==> src/hdl/mds_pkg.sv <==
package mds_pkg;

   localparam int DATA_W = 32;
   localparam int SIDE_CSR_W = 4;

   // Controller states, one-hot.
   typedef enum logic [6:0] {
      ST_LOAD     = 7'b0000001,
      ST_DIAG     = 7'b0000010,
      ST_CUR      = 7'b0000100,
      ST_CMP      = 7'b0001000,
      ST_WBP      = 7'b0010000,
      ST_EMIT_RD  = 7'b0100000,
      ST_EMIT_OUT = 7'b1000000
   } mds_state_type;

   // Commands from the controller to the datapath.
   typedef struct packed {
      logic mem_we;
      logic wr_src_cur;
      logic rd_en;
      logic cur_load;
      logic cmp_en;
      logic out_load;
      logic out_last;
   } mds_cmd_type;

   // Status from the datapath to the controller.
   typedef struct packed {
      logic out_free;
   } mds_status_type;

endpackage

==> src/hdl/matrix_diagonal_sorter.sv <==
// Channel   Direction  Handshake           Payload
// req_      in         req_valid/stall     req_element_value (signed Q16.16)
// rsp_      out        rsp_valid/stall     rsp_sorted_value, rsp_last_of_matrix
// csr_      in         csr_valid/ready     csr_matrix_side (4 bits)
//
// Loading accepts n*n elements; req_stall stays high from then on until the final result
// has moved into the output register. The sort opens each diagonal, then for each position
// loads it as the running minimum, compares that with each later element and writes the
// minimum back. Emission first reads element 0, then moves one element per cycle into the
// output register while the result side does not stall.
// Reset is synchronous and returns the side to its default and empties the loader.

module matrix_diagonal_sorter #(
   parameter int MAX_SIDE = 8
) (
   input  logic                              clock,
   input  logic                              reset,
   input  logic                              req_valid,
   output logic                              req_stall,
   input  logic signed [mds_pkg::DATA_W-1:0] req_element_value,
   output logic                              rsp_valid,
   input  logic                              rsp_stall,
   output logic signed [mds_pkg::DATA_W-1:0] rsp_sorted_value,
   output logic                              rsp_last_of_matrix,
   input  logic                              csr_valid,
   output logic                              csr_ready,
   input  logic [mds_pkg::SIDE_CSR_W-1:0]    csr_matrix_side
);

   localparam int DEPTH      = MAX_SIDE * MAX_SIDE;
   localparam int AW         = $clog2(DEPTH);
   localparam int CNT_W      = $clog2(DEPTH + 1);
   localparam int SW         = $clog2(MAX_SIDE + 1);
   localparam int RESET_SIDE = (8 > MAX_SIDE) ? MAX_SIDE : 8;

   // The side register holds the side already clamped into the range 1 to MAX_SIDE,
   // together with the element count of a full matrix, so the loop logic never has to
   // deal with a side of zero or an oversized side.
   logic [SW-1:0]    side_ff, side_in;
   logic [CNT_W-1:0] total_ff, total_in;

   mds_pkg::mds_cmd_type    cmd;
   mds_pkg::mds_status_type status;
   logic [AW-1:0]           rd_addr;
   logic [AW-1:0]           wr_addr;

   // The register is always ready, so a write transaction is never held off.
   assign csr_ready = 1'b1;

   always_comb begin
      side_in  = side_ff;
      total_in = total_ff;
      if (csr_valid && csr_ready) begin
         if (csr_matrix_side == '0) begin
            side_in = SW'(1);
         end else if (csr_matrix_side > mds_pkg::SIDE_CSR_W'(MAX_SIDE)) begin
            side_in = SW'(MAX_SIDE);
         end else begin
            side_in = SW'(csr_matrix_side);
         end
         total_in = CNT_W'(side_in) * CNT_W'(side_in);
      end
   end

   always_ff @(posedge clock) begin
      if (reset) begin
         side_ff  <= SW'(RESET_SIDE);
         total_ff <= CNT_W'(RESET_SIDE * RESET_SIDE);
      end else begin
         side_ff  <= side_in;
         total_ff <= total_in;
      end
   end

   // The controller sequences load, sort and emit; the datapath holds the element
   // memory, the running minimum of the sort and the result register.
   mds_ctrl #(
      .MAX_SIDE (MAX_SIDE)
   ) u_ctrl (
      .clock     (clock),
      .reset     (reset),
      .side      (side_ff),
      .total     (total_ff),
      .req_valid (req_valid),
      .req_stall (req_stall),
      .status    (status),
      .cmd       (cmd),
      .rd_addr   (rd_addr),
      .wr_addr   (wr_addr)
   );

   mds_dpath #(
      .MAX_SIDE (MAX_SIDE)
   ) u_dpath (
      .clock              (clock),
      .reset              (reset),
      .cmd                (cmd),
      .rd_addr            (rd_addr),
      .wr_addr            (wr_addr),
      .req_element_value  (req_element_value),
      .rsp_stall          (rsp_stall),
      .rsp_valid          (rsp_valid),
      .rsp_sorted_value   (rsp_sorted_value),
      .rsp_last_of_matrix (rsp_last_of_matrix),
      .status             (status)
   );

endmodule

==> src/hdl/mds_dpath.sv <==
module mds_dpath #(
   parameter int MAX_SIDE = 8
) (
   input  logic                                clock,
   input  logic                                reset,
   input  mds_pkg::mds_cmd_type                cmd,
   input  logic [$clog2(MAX_SIDE*MAX_SIDE)-1:0] rd_addr,
   input  logic [$clog2(MAX_SIDE*MAX_SIDE)-1:0] wr_addr,
   input  logic signed [mds_pkg::DATA_W-1:0]   req_element_value,
   input  logic                                rsp_stall,
   output logic                                rsp_valid,
   output logic signed [mds_pkg::DATA_W-1:0]   rsp_sorted_value,
   output logic                                rsp_last_of_matrix,
   output mds_pkg::mds_status_type             status
);

   localparam int DEPTH = MAX_SIDE * MAX_SIDE;

   logic signed [mds_pkg::DATA_W-1:0] mem [DEPTH];
   logic signed [mds_pkg::DATA_W-1:0] rdata_ff;
   logic signed [mds_pkg::DATA_W-1:0] cur_ff;
   logic signed [mds_pkg::DATA_W-1:0] cur_in;
   logic signed [mds_pkg::DATA_W-1:0] wdata;
   logic signed [mds_pkg::DATA_W-1:0] out_value_ff;
   logic                              out_last_ff;
   logic                              out_valid_ff;
   logic                              out_valid_in;
   logic                              swap;
   logic                              we;

   // The running minimum moves into the entry it is compared against when it is larger.
   assign swap  = cmd.cmp_en && (cur_ff > rdata_ff);
   assign we    = cmd.mem_we || swap;
   assign wdata = cmd.wr_src_cur ? cur_ff : req_element_value;

   always_comb begin
      cur_in = cur_ff;
      if (cmd.cur_load || swap) begin
         cur_in = rdata_ff;
      end
   end

   always_ff @(posedge clock) begin
      if (we) begin
         mem[wr_addr] <= wdata;
      end
   end

   always_ff @(posedge clock) begin
      if (cmd.rd_en) begin
         rdata_ff <= mem[rd_addr];
      end
   end

   always_ff @(posedge clock) begin
      cur_ff <= cur_in;
   end

   assign status.out_free = !out_valid_ff || !rsp_stall;

   always_comb begin
      out_valid_in = out_valid_ff;
      if (cmd.out_load) begin
         out_valid_in = 1'b1;
      end else if (!rsp_stall) begin
         out_valid_in = 1'b0;
      end
   end

   always_ff @(posedge clock) begin
      if (reset) begin
         out_valid_ff <= 1'b0;
      end else begin
         out_valid_ff <= out_valid_in;
      end
   end

   always_ff @(posedge clock) begin
      if (cmd.out_load) begin
         out_value_ff <= rdata_ff;
         out_last_ff  <= cmd.out_last;
      end
   end

   assign rsp_valid          = out_valid_ff;
   assign rsp_sorted_value   = out_value_ff;
   assign rsp_last_of_matrix = out_last_ff;

endmodule

==> src/hdl/mds_ctrl.sv <==
module mds_ctrl #(
   parameter int MAX_SIDE = 8
) (
   input  logic                                     clock,
   input  logic                                     reset,
   input  logic [$clog2(MAX_SIDE+1)-1:0]             side,
   input  logic [$clog2(MAX_SIDE*MAX_SIDE+1)-1:0]    total,
   input  logic                                     req_valid,
   output logic                                     req_stall,
   input  mds_pkg::mds_status_type                  status,
   output mds_pkg::mds_cmd_type                     cmd,
   output logic [$clog2(MAX_SIDE*MAX_SIDE)-1:0]      rd_addr,
   output logic [$clog2(MAX_SIDE*MAX_SIDE)-1:0]      wr_addr
);

   localparam int DEPTH = MAX_SIDE * MAX_SIDE;
   localparam int AW    = $clog2(DEPTH);
   localparam int CNT_W = $clog2(DEPTH + 1);
   localparam int SW    = $clog2(MAX_SIDE + 1);
   localparam int CW    = $clog2(MAX_SIDE);

   mds_pkg::mds_state_type state_ff, state_in;

   logic [CNT_W-1:0] cnt_ff, cnt_in, cnt_next;
   logic [CW-1:0]    k_ff, k_in;
   logic             lower_ff, lower_in;
   logic [AW-1:0]    base_ff, base_in;
   logic [CW-1:0]    p_row_ff, p_row_in, p_col_ff, p_col_in;
   logic [AW-1:0]    p_addr_ff, p_addr_in;
   logic [CW-1:0]    q_row_ff, q_row_in, q_col_ff, q_col_in;
   logic [AW-1:0]    q_addr_ff, q_addr_in;
   logic [AW-1:0]    step;
   logic [CW-1:0]    start_row, start_col;
   logic [AW-1:0]    start_addr;
   logic             diag_live, p_more, q_more;

   assign step     = AW'(side) + AW'(1);
   assign cnt_next = cnt_ff + CNT_W'(1);

   assign start_row  = lower_ff ? k_ff : CW'(0);
   assign start_col  = lower_ff ? CW'(0) : k_ff;
   assign start_addr = lower_ff ? base_ff : AW'(k_ff);

   // A diagonal starting at offset k has more than one element while k + 1 < n.
   assign diag_live = (SW'(k_ff) + SW'(1)) < side;
   assign p_more    = ((SW'(p_row_ff) + SW'(2)) < side) && ((SW'(p_col_ff) + SW'(2)) < side);
   assign q_more    = ((SW'(q_row_ff) + SW'(1)) < side) && ((SW'(q_col_ff) + SW'(1)) < side);

   assign req_stall = (state_ff != mds_pkg::ST_LOAD);

   always_comb begin
      state_in  = state_ff;
      cnt_in    = cnt_ff;
      k_in      = k_ff;
      lower_in  = lower_ff;
      base_in   = base_ff;
      p_row_in  = p_row_ff;
      p_col_in  = p_col_ff;
      p_addr_in = p_addr_ff;
      q_row_in  = q_row_ff;
      q_col_in  = q_col_ff;
      q_addr_in = q_addr_ff;
      cmd       = '0;
      rd_addr   = q_addr_ff;
      wr_addr   = q_addr_ff;

      case (state_ff)
         mds_pkg::ST_LOAD: begin
            wr_addr = cnt_ff[AW-1:0];
            if (req_valid) begin
               cmd.mem_we = 1'b1;
               if (cnt_next >= total) begin
                  cnt_in   = '0;
                  k_in     = '0;
                  lower_in = 1'b0;
                  base_in  = '0;
                  state_in = mds_pkg::ST_DIAG;
               end else begin
                  cnt_in = cnt_next;
               end
            end
         end

         mds_pkg::ST_DIAG: begin
            if (diag_live) begin
               rd_addr    = start_addr;
               cmd.rd_en  = 1'b1;
               p_row_in   = start_row;
               p_col_in   = start_col;
               p_addr_in  = start_addr;
               q_row_in   = start_row + CW'(1);
               q_col_in   = start_col + CW'(1);
               q_addr_in  = start_addr + step;
               state_in   = mds_pkg::ST_CUR;
            end else begin
               state_in = mds_pkg::ST_EMIT_RD;
            end
         end

         mds_pkg::ST_CUR: begin
            cmd.cur_load = 1'b1;
            cmd.rd_en    = 1'b1;
            rd_addr      = q_addr_ff;
            state_in     = mds_pkg::ST_CMP;
         end

         mds_pkg::ST_CMP: begin
            cmd.cmp_en     = 1'b1;
            cmd.wr_src_cur = 1'b1;
            wr_addr        = q_addr_ff;
            rd_addr        = q_addr_ff + step;
            if (q_more) begin
               cmd.rd_en = 1'b1;
               q_row_in  = q_row_ff + CW'(1);
               q_col_in  = q_col_ff + CW'(1);
               q_addr_in = q_addr_ff + step;
            end else begin
               state_in = mds_pkg::ST_WBP;
            end
         end

         mds_pkg::ST_WBP: begin
            cmd.mem_we     = 1'b1;
            cmd.wr_src_cur = 1'b1;
            wr_addr        = p_addr_ff;
            rd_addr        = p_addr_ff + step;
            if (p_more) begin
               cmd.rd_en = 1'b1;
               p_row_in  = p_row_ff + CW'(1);
               p_col_in  = p_col_ff + CW'(1);
               p_addr_in = p_addr_ff + step;
               q_row_in  = p_row_ff + CW'(2);
               q_col_in  = p_col_ff + CW'(2);
               q_addr_in = p_addr_ff + step + step;
               state_in  = mds_pkg::ST_CUR;
            end else begin
               if (!lower_ff && (k_ff != '0)) begin
                  lower_in = 1'b1;
               end else begin
                  lower_in = 1'b0;
                  k_in     = k_ff + CW'(1);
                  base_in  = base_ff + AW'(side);
               end
               state_in = mds_pkg::ST_DIAG;
            end
         end

         mds_pkg::ST_EMIT_RD: begin
            cmd.rd_en = 1'b1;
            rd_addr   = cnt_ff[AW-1:0];
            state_in  = mds_pkg::ST_EMIT_OUT;
         end

         mds_pkg::ST_EMIT_OUT: begin
            rd_addr = cnt_next[AW-1:0];
            if (status.out_free) begin
               cmd.out_load = 1'b1;
               cmd.out_last = (cnt_next == total);
               if (cnt_next == total) begin
                  cnt_in   = '0;
                  state_in = mds_pkg::ST_LOAD;
               end else begin
                  cmd.rd_en = 1'b1;
                  cnt_in    = cnt_next;
               end
            end
         end

         default: begin
            state_in = mds_pkg::ST_LOAD;
            cnt_in   = '0;
         end
      endcase
   end

   always_ff @(posedge clock) begin
      if (reset) begin
         state_ff <= mds_pkg::ST_LOAD;
         cnt_ff   <= '0;
      end else begin
         state_ff <= state_in;
         cnt_ff   <= cnt_in;
      end
   end

   always_ff @(posedge clock) begin
      k_ff      <= k_in;
      lower_ff  <= lower_in;
      base_ff   <= base_in;
      p_row_ff  <= p_row_in;
      p_col_ff  <= p_col_in;
      p_addr_ff <= p_addr_in;
      q_row_ff  <= q_row_in;
      q_col_ff  <= q_col_in;
      q_addr_ff <= q_addr_in;
   end

endmodule

==> config.mk <==
export PLATFORM = sky130hd
export DESIGN_NAME = matrix_diagonal_sorter
export DESIGN_NICKNAME = d
export VERILOG_FILES = /design/src/hdl/mds_pkg.sv /design/src/hdl/matrix_diagonal_sorter.sv /design/src/hdl/mds_dpath.sv /design/src/hdl/mds_ctrl.sv
export SDC_FILE = /design/constraint.sdc
export NUM_CORES = 2
export LEC_CHECK = 0
export CAP_MARGIN = 20
export CELL_PAD_IN_SITES_DETAIL_PLACEMENT = 1
export CELL_PAD_IN_SITES_GLOBAL_PLACEMENT = 1
export CORE_MARGIN = 2
export CORE_UTILIZATION = 40
export CTS_CLUSTER_SIZE = 28
export DETAILED_ROUTE_END_ITERATION = 10
export DONT_BUFFER_PORTS = 1
export PLACE_DENSITY = 0.56
export REMOVE_ABC_BUFFERS = 1
export SLEW_MARGIN = 20
export SYNTH_ARGS = -nofsm -noshare
export SYNTH_HDL_FRONTEND = slang
export SYNTH_HIERARCHICAL = 1
export SYNTH_SLANG_ARGS = --single-unit
==> constraint.sdc <==
create_clock -name clock -period 9.6 [get_ports clock]
set_input_delay 0.96 -clock clock [delete_from_list [all_inputs] [get_ports clock]]
set_output_delay 0.96 -clock clock [all_outputs]
set_load 0.01 [all_outputs]
* Word level (Yosys, flattened, before mapping)
Memories as Yosys holds them, arrays and structs flattened. A register that Yosys moved wholly into a read port is not among the register bits. Index checks and enable logic that the tools add are counted.
Storage, ports and cells: input port bits 41, flip-flop bits (word level) 125, memories 1, RAM bits 2048, logic and storage cells 170
Memory list:
- u_dpath.mem | depth 64, bits a word 32, rd ports 1, clocked after Yosys merged registers in 1, wr ports 1, RTL line mds_dpath.sv:19 | logic signed [mds_pkg::DATA_W-1:0] mem [DEPTH];
Operators by class: reduce and logical (&&, ||, !) cells 25, $lt $le $gt $ge 8, eq/ne operators 20, muxes and demuxes 76, $mul 1, bitwise logic cells 1, add/subtract/negate cells 21
Operators with widths (count):
- 6-bit 2-to-1 mux | 12
- 7-bit 2-to-1 mux | 9
- 3-bit 2-to-1 mux | 17
- 7-bit case mux with 7 select lines | 1
- 6-bit case mux with 2 select lines | 3
- 32-bit > comparator | 1
- 32-bit 2-to-1 mux | 1
- 6-bit case mux with 5 select lines | 1
- 6-bit adder | 4
- 3-bit by 1-bit adder with 3-bit output (second input constant) | 7
- 7-bit case mux with 3 select lines | 1
- 4-bit less-than comparator | 5
- 3-bit case mux with 2 select lines | 3
- 3-bit case mux with 3 select lines | 2
- 6-bit case mux with 3 select lines | 1
- 1-bit 2-to-1 mux | 17
- 3-bit by 1-bit adder with 4-bit output (second input constant) | 3
- 4-bit 2-to-1 mux | 3
- 2-bit by 1-bit != test with 1-bit output (second input constant) | 6
- 2-bit != test (second input constant) | 5
- 5-bit AND reduction | 2
- 3-bit by 2-bit adder with 4-bit output (second input constant) | 2
- 4-bit AND reduction | 2
- 7-bit by 1-bit adder with 7-bit output (second input constant) | 1
- 29 further kinds | 43

* Longest topological paths before layout
depth in word-level cells 6, gate-level depth with buffers 17

* By module
The synthesis kept the hierarchy.
By module, submodules not included:
- mds_dpath | sequential area each 64431.8 µm², area an instance 82046.2 µm², times used 1, cells an instance 3245
- mds_ctrl | sequential area each 1301.2 µm², area an instance 4149.0 µm², times used 1, cells an instance 473
- matrix_diagonal_sorter | sequential area each 180.2 µm², area an instance 551.8 µm², times used 1, cells an instance 64

* Worst setup path before layout
OpenSTA, ideal clock, no wires.
path kind register to register, start point register u_ctrl.state_ff[6], end point memory u_dpath/mem[10][0] (netlist bit) (enable), arrival time 4847 ps, required time 9139 ps, clock period less this slack 5308 ps, stages on the path, launching flop included 12, buffers on the path 3, path slack 4292 ps, cell sequence dfxtp_1 or3_1 nor3_2 nand2b_1 inv_2 buf_2 buf_1 o41ai_2 a2111oi_2 a211oi_4 buf_6 nor3_1
RTL lines:
- start, declared | RTL line mds_ctrl.sv:22 | mds_pkg::mds_state_type state_ff, state_in;
- start signal, assigned | RTL line mds_ctrl.sv:178 | state_ff <= mds_pkg::ST_LOAD;
- start signal, assigned | RTL line mds_ctrl.sv:181 | state_ff <= state_in;
- end, declared | RTL line mds_dpath.sv:19

* Worst setup path in the final report
start point register u_ctrl.k_ff[0], end point register u_dpath/rdata_ff[12] (netlist bit), read port of u_dpath.mem, data pin
Between the ends: word-level cells in the longest chain between the ends 4, elaborated cells on any way between the ends 7, classes of those cells add/sub (1); order compare (1); mux (5)
RTL lines:
- start, declared | RTL line mds_ctrl.sv:25 | logic [CW-1:0] k_ff, k_in;
- start signal, assigned | RTL line mds_ctrl.sv:187 | k_ff <= k_in;
- 3-bit by 1-bit adder with 4-bit output | RTL line mds_ctrl.sv:45 | assign diag_live = (SW'(k_ff) + SW'(1)) < side;
- 4-bit less-than comparator | RTL line mds_ctrl.sv:45
- 6-bit 2-to-1 mux (*) | RTL line mds_ctrl.sv:85 | if (diag_live) begin
- 6-bit case mux with 5 select lines (*) | RTL line mds_ctrl.sv:67 | case (state_ff)
- named net rd_addr[0] | RTL line matrix_diagonal_sorter.sv:44 | logic [AW-1:0] rd_addr;
- end, declared | RTL line mds_dpath.sv:20 | logic signed [mds_pkg::DATA_W-1:0] rdata_ff;
Mark *: on every way through the listed nets, which the timed path passes. The rest lies on a longest branch. A chain may end at the register's enable or synchronous reset.

==> flow_metrics.py <==
metrics = {
    "grt": {
        "overflow": 0,
        "grt_use_total_pct": 22.86,
        "grt_antenna_before_repair": 38,
        "grt_pass1_wl_um": 351300,
        "grt_pass1_vias": 42600,
        "grt_max_degree": 132,
    },
    "clock_network": {
        "clockRootBuffer": "clkbuf_16",
        "cts.reportedPaths.clkPinSlew_ps": 60,
        "htree_num_levels": 4,
        "numCtsBuffers": 229,
        "clk_latency_ps": 890,
        "postCtsSetupBuffers": 0,
        "tritoncts": "done",
        "clock-sinks": 2203,
        "hold_buffers": 0,
        "post_cts_resized": 0,
        "cts.path.max_buffers": 3,
    },
    "timing": {
        "drv_slew": 0,
        "rsz0062_at_grt": "false",
        "relSlewSlack_pct": 26.82,
        "tns_ps": 0,
        "clock.fmax_mhz": 169.0,
        "period_minus_slack_ps": 5917,
        "skew_ps": 42.52,
        "setup_viol": 0,
        "post-route-period-util_pct": 61.64,
        "hold_viol": 0,
        "hold-worst-slack_ps": 148.7,
        "worst_pin_slew_ps": 1098,
    },
    "routing": {
        "drt-vias-per-instance": 5.926,
        "num_vias": 41510,
        "drtPass1Iterations": 7,
        "wirelength_um": 251900,
        "wire_per_inst_um": 35.96,
        "ant_nets": 0,
        "route.detailed.drc": 0,
        "drt-initial-drc-count": 4749,
    },
    "synth": {
        "ys_ff_latch": 2203,
        "ys.flop_type": "edfxtp_1",
        "synth.distinct_cells": 77,
        "synth-edff-count": 2179,
        "syn-instance-count": 3782,
        "syn_area_per_cell_um2": 22.94,
        "ys_seq_area_share_pct": 75.98,
        "syn_area_um2": 86750,
        "yosysWarnings": 6,
        "synth_async_sr_flop_share_pct": 0,
    },
    "critical_path": {
        "r2r_setup_slack_ps": 3680,
        "crit_arrival_ps": 6490,
        "crit_fanout": 70,
        "crit_path_end_kind": "flop",
        "start_kind": "flop",
        "worst-setup-path-type": "flop to flop",
        "required_ps": 10170,
    },
    "finish": {
        "final_core_util_pct": 45.70,
        "seqCellArea_um2": 65910,
        "drive_gt1_share_pct": 30.02,
        "fin_area_um2": 98270,
        "fillers": 19140,
        "area_growth_pct": 13.29,
        "multiInputGateArea_um2": 20210,
        "fin_nets": 4098,
    },
    "die": {
        "die_h_um": 469.7,
        "io_pins": 77,
        "dieWidth_um": 469.7,
        "start_util_pct": 40.34,
        "rows": 170,
        "core_um2": 215000,
        "die_area_um2": 220600,
    },
    "pwr": {
        "p_leak_uw": 0.03076,
        "ir_drop_mv": 0.1559,
        "power_density_nw_per_um2": 202.0,
    },
    "placement": {
        "port_buffers": 0,
        "gp_congestion": 0.8063,
        "dp_hpwl_um": 135900,
        "post_dp_cell_area_um2": 91050,
    },
    "run_status": {
        "outcome": "complete, no violations",
    },
    "flow_run": {
        "max_cap_viol_count": 0,
    },
    "worst_hold_path": {
        "hold_class": "input port to flop",
    },
}
[critical path, cell delays in order, from the launching register on]
cell and delay (ps):
edfxtp_1 470, inv_1 100, ha_1 330, ha_1 290, a2111oi_0 90, a21oi_1 470, a32o_1 380, nand2_1 140
o2111ai_4 140, buf_4 550, buf_12 490, mux4_2 610, mux4_2 500, mux2_2 330, nand2_1 300, o21ai_1 190
[stage by stage]
| step | power (uW) | std cells | setup slack, ps |
|---|---|---|---|
| after CTS | 20040 | 6999 | 3545 |
| after global placement | 11510 | 6570 | 3513 |
| after floorplan | 11370 | 3596 | -39180 |
| final | 19860 | 7004 | 3683 |
| after global routing | 20420 | 7002 | 3350 |
| after detailed placement | 11530 | 6570 | 3568 |
[state kept, by name, indices dropped and copies added, names as in the netlist]
register / count
u_dpath/rdata_ff: 32
u_ctrl/q_addr_ff: 6
u_ctrl/cnt_ff: 7
u_ctrl/state_ff: 7
u_dpath/rsp_valid: 1
u_dpath/cur_ff: 32
u_ctrl/k_ff: 3
u_ctrl/q_col_ff: 3
u_ctrl/base_ff: 6
u_dpath/rsp_sorted_value: 32
u_ctrl/lower_ff: 1
u_dpath/mem: 2048
u_ctrl/q_row_ff: 3
u_ctrl/p_row_ff: 3
u_ctrl/p_addr_ff: 6
side_ff: 4
u_ctrl/p_col_ff: 3
u_dpath/rsp_last_of_matrix: 1
total_ff: 5
[report_power, final]
group	switching, uW	internal (uW)
Clock	3790	4740
Combinational	450	163
Sequential	33.6	10700
Total	4270	15600
[area by class of cell]
| type | instances | area share [%] |
|---|---|---|
| flip-flops and latches | 2203 | 67.07 |
| multi-input cells | 1318 | 20.56 |
| clock buffers | 284 | 6.084 |
| well taps | 2838 | 3.613 |
| clock inverters | 145 | 1.190 |
| repair buffers | 136 | 1.179 |
| inverters | 75 | 0.2890 |
| diodes | 5 | 0.01273 |
[path summary, 6_finish.rpt]
path,depth (start not counted),start,to
min reg2reg,2,total_ff[3]$_SDFFE_PP0P_,total_ff[3]$_SDFFE_PP0P_
min,1,reset,u_ctrl/state_ff[3]$_SDFFE_PP0P_
max,15,u_ctrl/k_ff[0]$_SDFFCE_PN0P_,u_dpath/rdata_ff[12]$_DFFE_PP_
max reg2reg,15,u_ctrl/k_ff[0]$_SDFFCE_PN0P_,u_dpath/rdata_ff[12]$_DFFE_PP_
[synth_stat cells (all sizes together), types with 16 or more instances]
library cell / number / area share, %
mux2: 39 / 0.51
buf: 89 / 0.54
nand2: 85 / 0.37
nor3: 76 / 0.46
xor2: 16 / 0.16
a21oi: 47 / 0.27
edfxtp: 2179 / 75
clkbuf: 99 / 0.43
o21ai: 47 / 0.27
mux4: 666 / 17
dfxtp: 24 / 0.55
nand3: 24 / 0.14
inv: 75 / 0.33
nor2: 43 / 0.19
ha: 89 / 1.3
[placed cells by master (no fill, tap or decap), types with 8 or more instances in the layout]
master / n
inv_1: 72
o21ai_0: 41
edfxtp_1: 2179
clkinv_1: 62
buf_12: 11
mux2_2: 18
mux4_2: 666
and3_1: 11
xor2_1: 16
clkbuf_1: 53
nor2_1: 41
mux2i_1: 10
a21oi_1: 47
nor3_1: 9
a21o_1: 9
dfxtp_1: 24
mux2_4: 21
nand2b_1: 10
clkinv_2: 41
xnor2_1: 12
nand4_1: 8
clkbuf_16: 231
clkinvlp_4: 9
ha_1: 89
nor3_2: 66
nor2b_1: 10
nand3_1: 22
nand2_1: 83
bufinv_16: 12
buf_4: 125
nand3b_1: 8
[cells by family (layout without fill, tap and decap cells)]
family,after synthesis,after routing,share of synthesized area [%]
multiplexers,715,715,17.91
flip-flops,2203,2203,75.98
AO/OA/AOI/OAI,168,168,1.288
XOR/XNOR,28,28,0.2827
other,2,9,0.008657
AND/OR/NAND/NOR,309,309,1.833
buffers and inverters,263,640,1.292
adder cells (fa/ha/maj),94,94,1.399
[metal layers]
layer	track usage [%]	part of all wire, %	up-vias	wire [um]
li1	-	-	16510	-
met5	0	0.038	-	96
met1	32.84	43	23270	108400
met4	5.231	2.1	14	5227
met2	36.65	48	1410	121900
met3	3.966	6.4	306	16230
No activity file was read; power rests on OpenSTA's default activity.
